<file path="src/hdl/npfe_pkg.sv">
// Package for the nearest-point-on-feature-edges block.
// Holds payload structs, mode and status codes, and controller/datapath command types.
`timescale 1ns / 1ps
package npfe_pkg;

  localparam int unsigned CoordW   = 32;
  localparam int unsigned FracBits = 16;
  localparam int unsigned DiffW    = 33;
  localparam int unsigned ProdW    = 66;
  localparam int unsigned WideW    = 68;
  localparam int unsigned DistW    = 64;
  localparam int unsigned UCntW    = $clog2(FracBits + 1);

  localparam logic [1:0] ModeEdge   = 2'd0;
  localparam logic [1:0] ModeCorner = 2'd1;
  localparam logic [1:0] ModeError  = 2'd2;
  localparam logic [1:0] ModeSpare  = 2'd3;

  localparam logic [1:0] StatProj   = 2'd0;
  localparam logic [1:0] StatCorner = 2'd1;
  localparam logic [1:0] StatNone   = 2'd2;
  localparam logic [1:0] StatError  = 2'd3;

  typedef struct packed {
    logic [1:0]               mode;
    logic signed [CoordW-1:0] guess_x;
    logic signed [CoordW-1:0] guess_y;
    logic signed [CoordW-1:0] guess_z;
    logic signed [CoordW-1:0] own_x;
    logic signed [CoordW-1:0] own_y;
    logic signed [CoordW-1:0] own_z;
    logic signed [CoordW-1:0] neighbour_x;
    logic signed [CoordW-1:0] neighbour_y;
    logic signed [CoordW-1:0] neighbour_z;
    logic                     last_item;
  } in_item_t;

  typedef struct packed {
    logic signed [CoordW-1:0] out_x;
    logic signed [CoordW-1:0] out_y;
    logic signed [CoordW-1:0] out_z;
    logic [1:0]               status;
  } out_item_t;

  // Datapath operations issued by the controller.
  typedef enum logic [2:0] {
    OpNone, OpLoad, OpDiff, OpProd, OpDivStep, OpLerp, OpDist, OpKeep
  } dp_op_e;

  typedef struct packed {
    dp_op_e     op;
    logic [1:0] axis;
    logic       clear;
  } dp_cmd_t;

  typedef struct packed {
    logic valid_seg;
    logic u_nonzero;
  } dp_stat_t;

endpackage

</file>
<file path="src/hdl/npfe_ctrl.sv">
// Controller state machine sequencing the datapath for one request.
// Depends on npfe_pkg; commands npfe_datapath.
`timescale 1ns / 1ps
module npfe_ctrl (
  input  logic               clk_i,
  input  logic               rst_ni,
  input  logic               in_valid_i,
  output logic               in_stall_o,
  input  npfe_pkg::in_item_t  item_i,
  input  npfe_pkg::dp_stat_t  stat_i,
  input  logic               have_best_i,
  input  logic [npfe_pkg::CoordW-1:0] best_x_i,
  input  logic [npfe_pkg::CoordW-1:0] best_y_i,
  input  logic [npfe_pkg::CoordW-1:0] best_z_i,
  output npfe_pkg::dp_cmd_t   cmd_o,
  output logic               out_valid_o,
  input  logic               out_stall_i,
  output npfe_pkg::out_item_t out_o
);
  import npfe_pkg::*;

  typedef enum logic [2:0] {
    StIdle, StDiff, StProd, StDiv, StLerp, StDist, StKeep, StEmit
  } state_e;

  state_e              state_q;
  logic [1:0]          axis_q;
  logic [UCntW-1:0]    cnt_q;
  logic [1:0]          mode_q;
  logic                last_q;
  logic [CoordW-1:0]   ox_q, oy_q, oz_q;
  out_item_t           out_q;
  logic                ovalid_q;
  logic                accept;

  assign in_stall_o  = (state_q != StIdle);
  assign accept      = in_valid_i && !in_stall_o;
  assign out_valid_o = ovalid_q;
  assign out_o       = out_q;

  // Command decode from the current state.
  always_comb begin
    cmd_o.op    = OpNone;
    cmd_o.axis  = axis_q;
    cmd_o.clear = 1'b0;
    unique case (state_q)
      StIdle: if (accept) cmd_o.op = OpLoad;
      StDiff: cmd_o.op = OpDiff;
      StProd: cmd_o.op = OpProd;
      StDiv:  cmd_o.op = OpDivStep;
      StLerp: cmd_o.op = OpLerp;
      StDist: cmd_o.op = OpDist;
      StKeep: cmd_o.op = OpKeep;
      StEmit: cmd_o.clear = !out_stall_i || !ovalid_q;
      default: ;
    endcase
  end

  // State, counters and the registered result.
  always_ff @(posedge clk_i or negedge rst_ni) begin
    if (!rst_ni) begin
      state_q  <= StIdle;
      axis_q   <= '0;
      cnt_q    <= '0;
      ovalid_q <= 1'b0;
      mode_q   <= '0;
      last_q   <= 1'b0;
      ox_q     <= '0;
      oy_q     <= '0;
      oz_q     <= '0;
      out_q    <= '0;
    end else begin
      // The emit state loads the next result itself.
      if (ovalid_q && !out_stall_i && state_q != StEmit) ovalid_q <= 1'b0;
      unique case (state_q)
        StIdle: begin
          if (accept) begin
            mode_q <= item_i.mode;
            last_q <= item_i.last_item;
            ox_q <= item_i.own_x; oy_q <= item_i.own_y; oz_q <= item_i.own_z;
            axis_q <= '0;
            state_q <= (item_i.mode == ModeEdge) ? StDiff : StEmit;
          end
        end
        StDiff: state_q <= StProd;
        StProd: begin
          if (axis_q == 2'd2) begin
            axis_q <= '0;
            cnt_q  <= '0;
            state_q <= StDiv;
          end else begin
            axis_q <= axis_q + 2'd1;
          end
        end
        StDiv: begin
          if (!stat_i.valid_seg) begin
            state_q <= last_q ? StEmit : StIdle;
          end else if (cnt_q == UCntW'(FracBits - 1)) begin
            state_q <= StLerp;
          end else begin
            cnt_q <= cnt_q + 1'b1;
          end
        end
        StLerp: begin
          if (!stat_i.u_nonzero) begin
            state_q <= last_q ? StEmit : StIdle;
          end else if (axis_q == 2'd2) begin
            axis_q <= '0;
            state_q <= StDist;
          end else begin
            axis_q <= axis_q + 2'd1;
          end
        end
        StDist: begin
          if (axis_q == 2'd2) begin
            axis_q <= '0;
            state_q <= StKeep;
          end else begin
            axis_q <= axis_q + 2'd1;
          end
        end
        StKeep: state_q <= last_q ? StEmit : StIdle;
        StEmit: begin
          if (!ovalid_q || !out_stall_i) begin
            ovalid_q <= 1'b1;
            state_q  <= StIdle;
            if (mode_q == ModeEdge && have_best_i) begin
              out_q <= '{out_x: best_x_i, out_y: best_y_i, out_z: best_z_i,
                         status: StatProj};
            end else begin
              out_q.out_x <= ox_q; out_q.out_y <= oy_q; out_q.out_z <= oz_q;
              priority if (mode_q == ModeEdge) out_q.status <= StatNone;
              else if (mode_q == ModeCorner)   out_q.status <= StatCorner;
              else                             out_q.status <= StatError;
            end
          end
        end
        default: state_q <= StIdle;
      endcase
    end
  end

endmodule

</file>
<file path="config.mk">
export PLATFORM = sky130hd
export DESIGN_NAME = npfe_ctrl
export DESIGN_NICKNAME = d
export VERILOG_FILES = /design/src/hdl/npfe_pkg.sv /design/src/hdl/npfe_ctrl.sv
export SDC_FILE = /design/constraint.sdc
export NUM_CORES = 1
export LEC_CHECK = 0
export BUFFER_PORTS_ARGS = -buffer_cell sky130_fd_sc_hd__buf_2
export CAP_MARGIN = 20
export CORE_AREA = 2 2 192 194
export DETAILED_ROUTE_END_ITERATION = 16
export DIE_AREA = 0 0 194 196
export PLACE_DENSITY_LB_ADDON = 0.2
export SYNTH_ARGS = -nofsm -noshare
export SYNTH_HDL_FRONTEND = slang
export SYNTH_SLANG_ARGS = --single-unit
</file>
<file path="constraint.sdc">
create_clock -name clk_i -period 5.21 [get_ports clk_i]
set_input_delay 0.2605 -clock clk_i [delete_from_list [all_inputs] [get_ports clk_i]]
set_output_delay 0.2605 -clock clk_i [all_outputs]
set_load 0.05 [all_outputs]
</file>
Word level (Yosys, flattened, before mapping). Cells that the tools add are included.

Register bits: 208. Word-level logic and storage cells: 83.

$add $sub $neg: 2. Eq/ne operators: 20. Mux-type cells: 28. Reductions and logical operators: 20.

Operators with widths (number): 98-bit two-way mux (1); 3-bit two-way mux (10); 3-bit one-hot mux with 8 select lines (1); 3-bit one-hot mux with 7 select lines (1); 5-bit two-way mux (3); 2-bit inequality test, second input constant (7); 3-bit == test, second input constant (4); 2-bit two-way mux (5); 5-bit one-hot mux with 2 select lines (1); 3-bit inequality test, second input constant (3); 3-bit by 2-bit == test with 1-bit output, second input constant (2); 2-bit one-hot mux with 3 select lines (1); 6-bit AND reduction (1); 3-bit nonzero test (2); 5-bit by 1-bit adder with 5-bit output, second input constant (1); 5-bit by 4-bit == test with 1-bit output, second input constant (1); 1-bit two-way mux (5); 1-bit logical AND (4); 2-bit zero test (2); 2-bit AND reduction (2); 4-bit AND reduction (1); 3-bit by 1-bit == test with 1-bit output, second input constant (1); 1-bit zero test (3); 3-bit zero test (1); 7 further kinds (7).

Logic depth before layout (Yosys ltp). Gate-level depths: netlist of the first run.

Depth in word-level cells: 6. Depth in mapped cells: 8.

Worst setup path before layout of the first run. OpenSTA, ideal clock, no wires.

Path type: reg2out. From: reg state_q[0]. To: out cmd_o[5] in the netlist's numbering. Arrival: 1969 ps. Required time: 4950 ps. Setup slack: 2980 ps. Stages on the path, launching flop included: 6. Path buffers: 1. Cell sequence: dfrtp_1 > inv_1 > ha_1 > buf_2 > nor3_1 > o21ai_0.

RTL lines: start, declared (RTL line npfe_ctrl.sv:26) `state_e state_q;`; start signal, assigned (RTL line npfe_ctrl.sv:62) `state_q <= StIdle;`; start signal, assigned (RTL line npfe_ctrl.sv:82) `state_q <= (item_i.mode == ModeEdge) ? StDiff : StEmit;`; start signal, assigned (RTL line npfe_ctrl.sv:85) `StDiff: state_q <= StProd;`; end, declared (RTL line npfe_ctrl.sv:15) `output npfe_pkg::dp_cmd_t cmd_o,`.

==> metrics.txt, run 1 <==
status finished, final reports clean; clk sinks 208; Total GRT Usage 13.3%; vias per cell between 4 and 5; port bufs roughly 310; FP Rows 70; total negative setup slack 0 ps; peak supply drop about 0.33 mV; max incr delay on CP 700 ps; Slew Viols, Final 0; Synth Flop Type dfrtp_1; via count around 7,000; fraction of registers with async set/reset 100%; Post-synth EDFFs 0; share of cells above drive strength 1 between 30% and 40%; Skew-Pair Late Insertion Delay between 500 and 600 ps; Critical Path Start Type register; Post-synth top cells dfrtp_1 (208), nand2_1 (110), o21ai_0 (105); DR pass1 iterations 4; Mapped Area around 8900 um^2; post-CTS sizing 0; Hold Crit Depth 3; Fmax around 0.39 GHz; clk buf depth 3; routed length per instance 15.4 um; register clock-pin slew on the reported worst setup and hold paths approximately 60 ps; fin crit period ~2600 ps; Clock Skews around 17 ps; Synth area leader dfrtp_1; #FFs+latches synth 208; PwrDens between 600 and 700 nW/um^2; Final Hold Fails 0; antenna violations before repair 3; power consumption ~8 mW; DR DRC count 0; H-tree depth 1; DIE AREA 38,000 um^2; Synth top area share 58.5%; Nets 1,566; CP Max Fanout 45; Hold Crit Class input pin to register; Max Cap Violations 0; Tightest Pin Transition around 880 ps; Mapped Nets 1,127; routability-driven placement congestion ratio approximately 0.72; Gate Count Post-Synth about 730; Worst EP arrival ~2300 ps; CP required ~5000 ps; most frequent cell after synthesis dfrtp_1; cell family with the largest share of critical-path delay flip-flops; final setup violation count 0; cells along the critical path nand3_4, inv_1, buf_2; Area growth syn-to-layout 49.0%; CP Class register to output pin; starting density of the core 24.7%; IO Pins 500; post-synth cell types 36; grt ovf 0; Seq/Total Area, Yosys 58.5%; number of global-route vias before repair 7,496; Starting DRT DRC Count between 150 and 200; Syn Area/Cell roughly 12 um^2; Layout Cells excl Fill roughly 1,700; Ys Warns 0; Routed Antenna Nets 0; critical path depth 3; leakage power 6.30 nW; Die W about 190 um; largest net degree at the start of global routing roughly 130; Post-DP HPWL 16,900 um; Slew headroom between 40% and 50%; clock root buffer clkbuf_16; drt total wl 25,600 um; Final period util 49.3%; Placed Cells approximately 1,500; global-route wire length before repair around 40,000 um; worst path bufs/invs 2; largest cells by area after synthesis dfrtp_1 (58%), mux2_2 (13%), mux2i_1 (11%); final core utilization a little under two fifths; post-CTS setup repair buffer count 0; RSZ-0062 raised after global routing no; CTS tree done; r2r worst-path depth 4; Die Ht slightly below 200 um; Setup crit end kind output pin; CTS buffer count 26; core area between 30,000 and 40,000 um^2; CP max-delay cell dfrtp_1
routing by layer:
| metal | up-vias | track usage, % | routed length (um) |
|---|---|---|---|
| li1 | 3418 | - | - |
| met3 | 37 | 4.57 | 2170 |
| met5 | - | 0 | 13 |
| met4 | 2 | 3.42 | 616 |
| met1 | 3260 | 17.1 | 11400 |
| met2 | 239 | 21.6 | 11400 |
placed cells by master (no fill, tap or decap), types with 3 or more instances in the layout:
cell           instances
o21ai_0              105
a2111oi_0              3
o31ai_1                3
clkbuf_16             27
buf_4                  4
mux2_2               101
clkinv_2               6
o211ai_1               3
inv_1                  7
ha_1                   6
nor2_1                 5
dfrtp_1              208
mux2i_1               98
and3_1                 3
clkbuf_8               9
dlygate4sd3_1        144
buf_2                306
nand2b_1               5
nand2_1              110
flip-flops by register name, indices dropped and copies added (netlist names):
signal and cells:
oz_q 32, last_q 1, out_o 98, state_q 3, cnt_q 5, axis_q 2
oy_q 32, out_valid_o 1, ox_q 32, mode_q 2
what timing repair did:
item	4_1_cts	5_1_grt
hold buffers	144	0
endpoints found under the setup margin	0	0
hold endpoints to repair	227	0
cells by family (layout without fill, tap and decap cells):
group,after synthesis,in the layout,synth area share [%]
buffers and inverters,54,513,2.83
multiplexers,199,199,23.8
other,0,1,0
AND/OR/NAND/NOR,137,137,6.51
flip-flops,208,208,58.5
AO/OA/AOI/OAI,123,123,7.52
adder cells (fa/ha/maj),6,6,0.844
power breakdown:
part,switching [mW],internal (mW)
Clock,0.729,1.17
Combinational,2.39,1.22
Sequential,0.376,2.36
worst register-to-register path: cells and delay by family, from the launching register on:
kind | cells | cell delay, ps
buf+inv | 2 | 800
flops | 1 | 700
mux | 1 | 450
simple gates | 1 | 430
metrics by stage:
| stage | hold WS [ps] | setup WS (ps) | cell area [um^2] |
|---|---|---|---|
| after floorplan | -35.1 | 2980 | 8900 |
| after global routing | 22.9 | 2380 | 13300 |
| final | 26.4 | 2640 | 13300 |
| after global placement | 305 | 2680 | 10900 |
| after detailed placement | 302 | 2680 | 10900 |
| after CTS | 0.0410 | 2560 | 13300 |
layout make-up:
type,count,area (um^2)
inverters,8,30.0
multi-input cells,465,3460
repair buffers,457,3060
flip-flops and latches,208,5200
well taps,468,586
fillers,3602,22800
diodes,1,2.50
clock inverters,10,105
clock buffers,38,807
worst paths after layout:
check	start	end	slack, ps
min in group asynchronous	rst_ni	out_o[88]	290
setup reg to reg	state_q[2]	oy_q[12]	2690
setup / recovery	state_q[2]	cmd_o[0]	2640
hold / removal	best_y_i[24]	out_o[58]	30
hold reg to reg	out_o[1]	out_o[1]	470
max in group asynchronous	rst_ni	oy_q[8]	3710
(Power assumes the default switching activity.)
==> inputs of run 2 (changes only) <==
==> constraint.sdc (replaced) <==
create_clock -name clk_i -period 2.5 [get_ports clk_i]
set_input_delay 0.125 -clock clk_i [delete_from_list [all_inputs] [get_ports clk_i]]
set_output_delay 0.125 -clock clk_i [all_outputs]
set_load 0.05 [all_outputs]
==> run 2 against run 1 <==
  * Largest cell class unchanged
  * Sequential share of layout area fell by 1.7 points
  * Global-route usage rose by 0.12 points
  * Wire length rose by 3.0%
  * Worst setup slack got worse by 2400 ps
  * Largest power group unchanged
  * Utilization rose by 1.7 points
==> metrics.txt, run 2 (same netlist as run 1, synthesis figures left out) <==
status finished, final reports clean; Hold Crit Class input pin to register; Post-Place Worst Slack between 200 and 300 ps; fillcell total 3,571; drt total wl around 26,000 um; DR DRC count 0; CP Max Fanout 10; starting density of the core between 20% and 30%; Fmax around 0.45 GHz; clock root buffer clkbuf_16; IO Pins 500; final core utilization between 30% and 40%; via count roughly 7,300; Critical Path Start Type register; global-route wire length before repair 41,700 um; FP Rows 70; Tightest Pin Transition 608 ps; crit path launch cnt_q[0]; Setup crit end kind register; register clock-pin slew on the reported worst setup and hold paths ~50 ps; vias per cell roughly 4.2; Final Hold Fails 0; Area growth syn-to-layout 55.7%; Final period util 89.4%; Reg2Reg Launch Point cnt_q[0]; max FFs per register 98; Die Ht between 150 and 200 um; core area 36,100 um^2; clk buf depth 3; Total GRT Usage a little over an eighth; largest net degree at the start of global routing 86; Post-DP HPWL 17,600 um; final setup margin 266 ps; leakage power around 6.6 nW; fin crit period about 2200 ps; share of cells above drive strength 1 between 30% and 40%; Slew headroom between 50% and 60%; number of global-route vias before repair approximately 7,600; H-tree depth 1; power consumption between 15 and 20 mW; routed length per instance between 15 and 20 um; antenna violations before repair 2; placed cell area between 10,000 and 15,000 um^2; commonest non-fill, non-tap cells in the layout buf_2 (306), dfrtp_1 (208), dlygate4sd3_1 (198); CP Class register to register; Starting DRT DRC Count about 160; peak supply drop about 0.66 mV; post-CTS sizing 0; RSZ-0062 raised after global routing no; port bufs 307; DIE AREA about 38,000 um^2; Die W 194 um; Slew Viols, Final 0; DR pass1 iterations 4; clk sinks 208; Clock Skews 8.37 ps; commonest non-fill, non-tap cell in the layout buf_2; final setup violation count 0; Routed Antenna Nets 0; Max Cap Violations 0; routability-driven placement congestion ratio a little over 0.7; post-route cell area 13,900 um^2; PwrDens about 1200 nW/um^2; grt ovf 0; Hold Crit Start stat_i[1]; CP required 2950 ps; Worst EP arrival about 2700 ps; CTS tree done; total negative setup slack 0 ps; Nets 1,634; Skew-Pair Late Insertion Delay roughly 520 ps; CTS buffer count 26
==> run 2: metal layers <==
metal	up-vias	GRT usage, %	part of all wire (%)
met2	229	21.4	44
met5	-	0	0.034
met3	31	4.49	8.0
met4	2	3.00	2.0
li1	3556	-	-
met1	3465	17.8	46
==> run 2: what timing repair did <==
action / in CTS / in global routing
setup endpoints to repair: 0 / 0
endpoints found under the hold margin: 263 / 0
buffers inserted: 0 / 0
hold buffers: 198 / 0
==> run 2: power breakdown <==
part	switching [mW]	internal [mW]	total [mW]	leakage (nW)
Sequential	0.788	4.92	5.71	2.59
Combinational	5.05	2.75	7.80	3.59
Clock	1.40	2.04	3.45	0.374
==> run 2: critical path, stage by stage (launching register included) <==
cell	delay, ps
dfrtp_1	410
ha_1	220
and3_1	180
ha_1	170
nand3b_2	220
a221o_1	430
or3_1	380
a21boi_1	140
==> run 2: path summary, 6_finish.rpt <==
kind / slack (ps) / cells past startpoint / to
setup / recovery: 270 / 7 / cnt_q[3]
hold / removal: 120 / 4 / state_q[2]
setup reg to reg: 270 / 7 / cnt_q[3]
hold reg to reg: 470 / 2 / out_o[45]
max in group asynchronous: 1570 / 3 / out_o[38]
min in group asynchronous: 190 / 2 / out_o[90]
==> run 2: metrics by stage <==
stage	hold slack, ps	cells
2_1_floorplan	-171	727
3_3_place_gp	161	1476
4_1_cts	76.2	1716
6_report	121	1717
3_5_place_dp	159	1476
5_1_grt	127	1717
==> run 2: area by class of cell <==
cell class / instances / area (um^2) / area share, %
multi-input combinational: 465 / 3460 / 25.0
antenna: 1 / 2.50 / 0.0181
sequential: 208 / 5200 / 37.6
inverter: 8 / 30.0 / 0.217
tap: 468 / 586 / 4.23
timing repair buffer: 525 / 3800 / 27.5
clock buffer: 40 / 754 / 5.45
clock inverter: 2 / 10.0 / 0.0722
